## src/sv/fully_assoc_lru_tag_store_defines.svh

```systemverilog
// Assertion macros for the fully associative LRU tag store.
// Used by the top level; expects clk and rst_n in the including scope.
`ifndef FULLY_ASSOC_LRU_TAG_STORE_DEFINES_SVH
`define FULLY_ASSOC_LRU_TAG_STORE_DEFINES_SVH

// Same-cycle implication, checked outside reset.
`define FALTS_ASSERT_NOW(label, pre, post, msg) \
  label: assert property (@(posedge clk) disable iff (!rst_n) (pre) |-> (post)) \
    else $error(msg);

// Next-cycle implication, checked outside reset.
`define FALTS_ASSERT_NEXT(label, pre, post, msg) \
  label: assert property (@(posedge clk) disable iff (!rst_n) (pre) |=> (post)) \
    else $error(msg);

`endif

```

## src/sv/falts_pkg.sv

```systemverilog
// Shared constants and types for the fully associative LRU tag store.
// No dependencies.
`default_nettype none

package falts_pkg;

  localparam int LINES    = 16;
  localparam int OFFSET_W = 4;
  localparam int ADDR_W   = 32;
  localparam int TAG_W    = ADDR_W - OFFSET_W;
  localparam int LINE_W   = $clog2(LINES);
  localparam int CNT_W    = 32;
  localparam int OUT_W    = 72;

  typedef logic [TAG_W-1:0]             tag_t;
  typedef logic [LINE_W-1:0]            line_idx_t;
  typedef logic [LINES-1:0][TAG_W-1:0]  tag_arr_t;
  typedef logic [LINES-1:0][LINE_W-1:0] age_arr_t;

  typedef struct packed {
    logic      hit;
    line_idx_t line;
  } lookup_t;

endpackage

`default_nettype wire

```

## src/sv/falts_lookup.sv

```systemverilog
// Parallel tag compare, fill/victim choice and age-rank update.
// Purely combinational; depends on falts_pkg.
`default_nettype none

module falts_lookup (
  input  falts_pkg::tag_t              tag,
  input  logic [falts_pkg::LINES-1:0]  valid,
  input  falts_pkg::tag_arr_t          tags,
  input  falts_pkg::age_arr_t          ages,
  output falts_pkg::lookup_t           res,
  output falts_pkg::age_arr_t          ages_nxt
);
  import falts_pkg::*;

  localparam line_idx_t AGE_MAX = line_idx_t'(LINES - 1);

  logic [LINES-1:0] hit_vec;
  line_idx_t        hit_idx;
  line_idx_t        empty_idx;
  line_idx_t        victim_idx;
  line_idx_t        ref_age;
  logic             full;

  always_comb begin
    hit_idx    = '0;
    empty_idx  = '0;
    victim_idx = '0;
    for (int i = 0; i < LINES; i++) begin
      hit_vec[i] = valid[i] && (tags[i] == tag);
    end
    // descending scan: lowest index wins
    for (int i = LINES - 1; i >= 0; i--) begin
      if (hit_vec[i]) hit_idx = line_idx_t'(i);
      if (!valid[i]) empty_idx = line_idx_t'(i);
      // with all lines valid the ranks are distinct, so the oldest holds the top rank
      if (ages[i] == AGE_MAX) victim_idx = line_idx_t'(i);
    end
  end

  assign full     = &valid;
  assign ref_age  = ages[hit_idx];
  assign res.hit  = |hit_vec;
  assign res.line = res.hit ? hit_idx : (full ? victim_idx : empty_idx);

  always_comb begin
    for (int i = 0; i < LINES; i++) begin
      if (line_idx_t'(i) == res.line) begin
        ages_nxt[i] = '0;
      end else if (valid[i] && (!res.hit || (ages[i] < ref_age))) begin
        ages_nxt[i] = ages[i] + 1'b1;
      end else begin
        ages_nxt[i] = ages[i];
      end
    end
  end

endmodule

`default_nettype wire

```

## src/sv/fully_assoc_lru_tag_store.sv

```systemverilog
// Top level of the 16-line fully associative tag store with LRU replacement.
// Depends on falts_pkg, falts_lookup and fully_assoc_lru_tag_store_defines.svh.
//
//   channel | direction | tdata bits | contents
//   in_     | slave     | 32         | address
//   out_    | master    | 72         | hit, line_used, hit_total, access_total
//
// One beat per cycle unless out_ stalls; out_tvalid is the result register's valid bit.
// Input register feeds the tag compare and age update; result register drives out_.
// The line state updates as a beat moves from input to result register, so
// consecutive beats see each other's effect with no bubble.
// Synchronous active-low reset clears valid bits, counters and handshake state.
// An out_ stall holds the result and backs up to in_tready after one beat.
`default_nettype none

module fully_assoc_lru_tag_store (
  input  logic                          clk,
  input  logic                          rst_n,
  input  logic                          in_tvalid,
  output logic                          in_tready,
  input  logic [falts_pkg::ADDR_W-1:0]  in_tdata,   // [31:0] address
  output logic                          out_tvalid,
  input  logic                          out_tready,
  output logic [falts_pkg::OUT_W-1:0]   out_tdata   // [0] hit, [4:1] line_used,
                                                    // [36:5] hit_total,
                                                    // [68:37] access_total, [71:69] zero
);
  import falts_pkg::*;
  `include "fully_assoc_lru_tag_store_defines.svh"

  localparam logic [CNT_W-1:0] CNT_MAX = '1;

  logic                in_valid_r;
  logic [ADDR_W-1:0]   in_addr_r;
  logic [LINES-1:0]    line_valid_r;
  tag_arr_t            line_tag_r;
  age_arr_t            line_age_r;
  logic [CNT_W-1:0]    hit_cnt_r,  hit_cnt_nxt;
  logic [CNT_W-1:0]    acc_cnt_r,  acc_cnt_nxt;
  logic                out_valid_r;
  logic                out_hit_r;
  line_idx_t           out_line_r;

  tag_t                tag;
  lookup_t             lk;
  age_arr_t            ages_nxt;
  logic                advance;

  assign tag       = in_addr_r[ADDR_W-1:OFFSET_W];
  assign advance   = in_valid_r && (!out_valid_r || out_tready);
  assign in_tready = !in_valid_r || advance;

  falts_lookup u_lookup (
    .tag      (tag),
    .valid    (line_valid_r),
    .tags     (line_tag_r),
    .ages     (line_age_r),
    .res      (lk),
    .ages_nxt (ages_nxt)
  );

  assign acc_cnt_nxt = (acc_cnt_r == CNT_MAX) ? acc_cnt_r : acc_cnt_r + 1'b1;
  assign hit_cnt_nxt = (lk.hit && hit_cnt_r != CNT_MAX) ? hit_cnt_r + 1'b1 : hit_cnt_r;

  always_ff @(posedge clk) begin
    if (!rst_n) begin
      in_valid_r   <= 1'b0;
      out_valid_r  <= 1'b0;
      line_valid_r <= '0;
      hit_cnt_r    <= '0;
      acc_cnt_r    <= '0;
    end else begin
      if (in_tready) in_valid_r <= in_tvalid;
      if (advance) begin
        out_valid_r           <= 1'b1;
        line_valid_r[lk.line] <= 1'b1;
        hit_cnt_r             <= hit_cnt_nxt;
        acc_cnt_r             <= acc_cnt_nxt;
      end else if (out_tready) begin
        out_valid_r <= 1'b0;
      end
    end
  end

  // payload, no reset
  always_ff @(posedge clk) begin
    if (in_tready && in_tvalid) in_addr_r <= in_tdata;
    if (advance) begin
      line_age_r          <= ages_nxt;
      line_tag_r[lk.line] <= tag;
      out_hit_r           <= lk.hit;
      out_line_r          <= lk.line;
    end
  end

  assign out_tvalid = out_valid_r;
  assign out_tdata  = {3'b000, acc_cnt_r, hit_cnt_r, out_line_r, out_hit_r};

  `FALTS_ASSERT_NOW(a_hits_le_accesses, out_valid_r, hit_cnt_r <= acc_cnt_r, "hit count above access count")
  `FALTS_ASSERT_NEXT(a_line_filled, advance, line_valid_r[$past(lk.line)], "used line not valid after access")
  `FALTS_ASSERT_NEXT(a_acc_count, advance && acc_cnt_r != CNT_MAX, acc_cnt_r == $past(acc_cnt_r) + 1'b1, "access count did not advance")
  `FALTS_ASSERT_NEXT(a_used_newest, advance, line_age_r[$past(lk.line)] == '0, "used line not most recent")

endmodule

`default_nettype wire

```

## config.mk

```make
export PLATFORM = sky130hd
export DESIGN_NAME = fully_assoc_lru_tag_store
export DESIGN_NICKNAME = d
export VERILOG_FILES = /design/src/sv/falts_pkg.sv /design/src/sv/falts_lookup.sv /design/src/sv/fully_assoc_lru_tag_store.sv
export VERILOG_INCLUDE_DIRS = /design/src /design/src/sv
export SDC_FILE = /design/constraint.sdc
export NUM_CORES = 1
export LEC_CHECK = 0
export BUFFER_PORTS_ARGS = -buffer_cell sky130_fd_sc_hd__buf_4
export CORE_MARGIN = 8
export CORE_UTILIZATION = 65
export DETAILED_ROUTE_END_ITERATION = 8
export PLACE_DENSITY = 0.83
export SYNTH_ARGS = -nofsm -noshare
export SYNTH_HDL_FRONTEND = slang
export SYNTH_SLANG_ARGS = --single-unit
```

## constraint.sdc

```tcl
create_clock -name clk -period 8.3 [get_ports clk]
set_clock_uncertainty 0.2 [all_clocks]
set_input_delay 1.245 -clock clk [delete_from_list [all_inputs] [get_ports clk]]
set_output_delay 1.245 -clock clk [all_outputs]
set_load 0.05 [all_outputs]
```

# --- Yosys cells after proc, flatten, opt, wreduce, memory -nomap -nowiden ---
# Cells that the tools add are included.
word_totals:
  ff_bits: 631
  elab_cells: 298
classes:
  n_addsub: 18
  order_cmp: 19
  eq_ne: 49
  mux: 75
  bitwise: 2
  reduce_logical: 95
op_table:
  columns: ["op", "n"]
  rows:
  - ["$bwmux 448", 1]
  - ["$eq 28x28->1", 16]
  - ["$mux 4", 67]
  - ["$demux 28 s4", 1]
  - ["$add 32x1->32 const B", 2]
  - ["$add 4x1->4 const B", 16]
  - ["$eq 4x4->1 const B", 16]
  - ["$lt 4x4->1", 16]
  - ["$logic_and 1x1->1", 36]
  - ["$reduce_and 2->1", 18]
  - ["$reduce_bool 2->1", 17]
  - ["$eq 32x32->1 const B", 1]
  - ["$eq 4x4->1 const A", 8]
  - ["$ne 32x32->1 const B", 1]
  - ["$mux 28", 1]
  - ["$logic_or 1x1->1", 18]
  - ["$bmux 4 s4", 1]
  - ["$eq 3x4->1 const A", 4]
  - ["$or 16x16->16", 1]
  - ["$reduce_and 16->1", 1]
  - ["$reduce_or 16->1", 1]
  - ["$lt 4x5->1 const B", 2]
  - ["$eq 2x4->1 const A", 2]
  - ["$demux 1 s4", 1]
  - ["other kinds (6)", 10]

# --- Depth between registers and ports, before layout ---
depth:
  word_depth: 25
  mapped_depth: 22
  depth_no_buf: 18

# --- Modules after synthesis ---
# From an unflattened synthesis, not the netlist that was laid out.
hier_totals:
  cells_unflattened: 2503
  area_unflattened_um2: 31591.5
by_module_without_submodules:
  columns: ["mod", "instances", "cells_per_inst", "area_each_um2", "seq_area_each_um2"]
  rows:
  - ["fully_assoc_lru_tag_store", 1, 1018, 20293.2, 18007.3]
  - ["falts_lookup", 1, 1485, 11298.3, 0.0]

# --- Worst setup path before layout ---
# Ideal clock, no wire load.
synth_timing:
  kind: "reg2reg"
  from: "register, netlist name in_addr_r[4]"
  to: "register line_tag_r[168] (netlist bit) (enable)"
  arrival_ns: 5.095
  required_ns: 7.649
  setup_slack_ns: 2.555
  path_stages_with_launch: 14
  n_path_buf: 3
  synth_period_minus_slack_ns: 5.745
  path_cell_list: "edfxtp_1 -> buf_2 -> buf_2 -> xnor2_1 -> nand4_1 -> nor4_1 -> nand4_1 -> a21boi_1 -> o221ai_1 -> a222oi_1 -> o21a_2 -> inv_2 -> buf_2 -> nor3_1"
synth_lines:
  columns: ["element", "line", "source"]
  rows:
  - ["to (signal, indexed assignment)", "fully_assoc_lru_tag_store.sv:90", "line_tag_r[lk.line] <= tag;"]
  - ["to (decl)", "fully_assoc_lru_tag_store.sv:36", "tag_arr_t line_tag_r;"]

# --- Final worst setup path ---
layout_timing:
  from: "register in_addr_r[11]"
  to: "register line_age_r[9] (netlist bit) (enable)"
layout_between:
  elab_chain_len: 25
layout_rtl:
  columns: ["element", "line", "source"]
  rows:
  - ["from (decl)", "fully_assoc_lru_tag_store.sv:34", "logic [ADDR_W-1:0] in_addr_r;"]
  - ["from (signal assigned)", "fully_assoc_lru_tag_store.sv:87", "if (in_tready && in_tvalid) in_addr_r <= in_tdata;"]
  - ["$eq 28x28->1", "falts_lookup.sv:29", "hit_vec[i] = valid[i] && (tags[i] == tag);"]
  - ["$logic_and 1x1->1", "falts_lookup.sv:29", null]
  - ["$mux 4 (16 in a row)", "falts_lookup.sv:33", "if (hit_vec[i]) hit_idx = line_idx_t'(i);"]
  - ["$bmux 4 s4", "falts_lookup.sv:41", "assign ref_age = ages[hit_idx];"]
  - ["$mux 4 (not written as such)", "falts_lookup.sv:41", null]
  - ["$lt 4x4->1", "falts_lookup.sv:49", "end else if (valid[i] && (!res.hit || (ages[i] < ref_age))) begin"]
  - ["$logic_or 1x1->1", "falts_lookup.sv:49", null]
  - ["$logic_and 1x1->1", "falts_lookup.sv:49", null]
  - ["$reduce_bool 2->1 (no source line) (*)", null, null]
  - ["$reduce_and 2->1 (no source line) (*)", null, null]
  - ["to (signal assigned)", "fully_assoc_lru_tag_store.sv:89", "line_age_r <= ages_nxt;"]
  - ["to (decl)", "fully_assoc_lru_tag_store.sv:37", "age_arr_t line_age_r;"]
# Mark *: on every way between the ends. The rest lies on a longest branch, timed or not. The select of a mux whose other input is x is not followed.
# A chain may end at the register's enable or synchronous reset.

==> run metrics <==
ratio of cells with drive above 1 in the final layout=12.4%; CTS Hold Bufs=0; CTS HTree Levels=3; PwrDens=~200 nW/um2; post-CTS sizing=0; port bufs=roughly 100; fill cell count=2910; initial drt markers=2357; DRC viols=0; DPL Wire Length=49000 um; GP Congestion=between 0.9 and 1; grt met2 use=48.3%; Area Overhead vs Synth=11.6%; clock transition at the registers of the reported paths=60 ps; clk sinks=between 600 and 700; drt total wl=around 79000 um; power share of the clock group=a little over two fifths; worst path required time=about 8300 ps; Setup TNS Final=0 ps; Switch Pwr=about 1.5 mW; most common flop cell mapped by yosys=edfxtp_1; Row Count=79; Final Critical Period=about 7400 ps; Crit Path Max Fanout=27; Slew @ Worst Pin=roughly 1100 ps; Netlist Area Pre-Place=30700 um2; pin count of the biggest net entering global routing=88; Max stage delay on crit path=roughly 900 ps; Leak=11.4 nW; Hold Fails Final Rpt=0; die height=between 200 and 250 um; total track usage=between 20% and 30%; Placed Cells=slightly above 3000; drt via density=between 6 and 7; status=finished clean; Fmax=between 100 and 150 MHz; # Max-Cap Violations=0; crit-path cells=buf_4, xnor2_1, nand4_1, nor4_1, nand3_1, and2_1, o2111ai_1, a32o_2, mux2i_1, mux2i_1, mux2i_1, mux2_2, ha_1, o21a_1, o21a_1, o21ai_0, a31o_2, a31oi_1, a211oi_1; RSZ-0062 raised after global routing=no; Hold Crit Class=flip-flop to flip-flop; FFs w/ async S/R, synth=0%; cell count after synthesis=2392; vias in the first global route=21374; startpoint types=flip-flop; Nets=~2600; EDFF count, synth=about 550; die area=approximately 54000 um2; slowest CP cell=a32o_2; GRT met1 Usage=about 36%; Ys Warns=0; cts bufs inserted=66; share of the synthesized area in the top cell type=~53%; DRT antenna net count=0; core area=about 47000 um2; first-pass GRT wire length=roughly 120000 um; critical path type=flip-flop to flip-flop; Slew headroom=21.9%; Finish-stage setup viols=0; library cells used by synthesis=73; post-synth top area cell=edfxtp_1; Final Cycle Share=roughly 90%; syn_area_per_cell=12.8 um2; Worst R2R Setup Slack=roughly 940 ps; global route hottest layer=met2; drt wl/cell=between 20 and 25 um; post-synthesis sequential area ratio=58.7%; routing usage on met3=6.01%; setup bufs post-CTS=0; Final Non-Filler Cells=3183; via count=between 20000 and 25000; commonest non-fill, non-tap cells in the layout=edfxtp_1, xnor2_1, nand4_1; maximum VDD drop=0.000276 V; clock root buffer=clkbuf_16; CTS tree=built; overflow left after global routing=0; net switching fraction of the power=approximately 22%; Seq pwr share=roughly 50%; Max clock buf depth=3; initial antenna violation count=1; combinational share of power=~5.8%; die width=roughly 230 um; CP Capture Type=flip-flop; commonest non-fill, non-tap cell in the layout=edfxtp_1; Int Pwr=5.32 mW; cell mode on critical path=mux2i_1; Initial Util=roughly 66%; Data arrival, critical path=roughly 7400 ps; Slew Viols, Final=0; worst skew pair latency=between 600 and 700 ps; Synth area leaders=edfxtp_1, xnor2_1, dfxtp_1; Boundary Pins=110; Yosys reg bits=approximately 630; Pre-Repair DR Iteration Count=8
## Yosys cell counts, types with 5 or more instances
library cell and n:
buf_4 20, buf_6 25, nor3b_1 9, or4_1 11, inv_1 22, a31o_2 15, or2_2 5, nor2b_1 31
nand4b_1 6, nor2_1 105, nand4_1 157, and2_1 49, edfxtp_1 545, clkbuf_1 21, a211oi_1 14, o21ai_0 47
nor4_1 86, nor3_2 5, or3_1 17, nand2_1 110, nor3_1 34, dfxtp_1 82, nand3_1 76, xnor2_1 368
a21boi_0 17, nand2b_1 19, a31oi_1 17, ha_1 66, a21oi_1 11, o21a_1 49, xor2_1 152, o211ai_1 6
mux2i_1 46, and4_1 19, and3_1 29, buf_2 29, xnor2_2 7
## routing by layer
layer  routed length [um]  share of wire (%)  up-vias
met5                   11              0.014        -
met4                 3870                4.9        2
met3                 7970                 10      301
met2                38300                 48     1134
met1                29300                 37    10231
li1                     -                  -     9180
## per-stage QoR
| step | worst slack (ps) | total power [mW] | cell area [um2] | util [%] | hold slack (ps) |
|---|---|---|---|---|---|
| 6_report | 941 | 6.84 | 34300 | 73.6 | 314 |
| 3_3_place_gp | 1640 | 3.91 | 32100 | 68.9 | 282 |
| 4_1_cts | 1300 | 6.85 | 34300 | 73.6 | 319 |
| 2_1_floorplan | 2550 | 3.80 | 30700 | - | 286 |
| 3_5_place_dp | 1370 | 3.92 | 32100 | 68.9 | 305 |
| 5_1_grt | 671 | 7.00 | 34300 | 73.6 | 347 |
## critical path, delay by kind of cell, from the launching register on
kind	cells	cell delay, ps
adders and majority gates	1	340
muxes	4	1130
DFF	1	600
xor gates and xnor gates	1	210
AOI/OAI and AO/OA	8	2760
buffers and inverters	1	560
and+or+nand+nor	4	1130
## worst paths after layout
| path | start | endpoint | cells past startpoint |
|---|---|---|---|
| worst min register to register | in_valid_r | out_tvalid | 1 |
| worst max register to register | in_addr_r[11] | line_age_r[9] | 19 |
| worst min-delay path | in_valid_r | out_tvalid | 1 |
| worst max-delay path | in_addr_r[11] | line_age_r[9] | 19 |
## layout make-up
cell class                      instances  area (um2)  share of cell area (%)
Timing Repair Buffer                  155        1190                    3.47
Clock inverter                         29         289                   0.844
Clock buffer                           93        1910                    5.57
Antenna cell                            1        2.50                 0.00730
Multi-Input combinational cell       1647       12000                    35.1
Inverter                               24        90.1                   0.263
Sequential cell                       627       18000                    52.6
Tap cell                              607         759                    2.22
## logic make-up after synthesis
| family | share of synthesized area, % |
|---|---|
| and+or+nand+nor | 14.4 |
| DFF | 58.7 |
| xor gates and xnor gates | 15.2 |
| AOI/OAI and AO/OA | 4.93 |
| buffers and inverters | 2.44 |
| adders and majority gates | 2.69 |
| muxes | 1.66 |
| other | 0.0122 |
## sequential cells by signal (all words and copies together), names as in the netlist
name and cells:
in_valid_r 1, out_line_r 4, line_valid_r 16, in_addr_r 28
out_tvalid 1, acc_cnt_r 32, out_hit_r 1, line_age_r 64
line_tag_r 448, hit_cnt_r 32
## power groups by stage
| stage | clock (mW) | combinational, mW | sequential, mW |
|---|---|---|---|
| after CTS | 2.98 | 0.393 | 3.47 |
| after global placement | 0 | 0.370 | 3.53 |
| final | 2.97 | 0.399 | 3.47 |
| after global routing | 3.11 | 0.422 | 3.47 |
| after detailed placement | 0 | 0.387 | 3.54 |
| after floorplan | 0 | 0.256 | 3.54 |
Note: power is estimated with default switching activity, not from simulation.
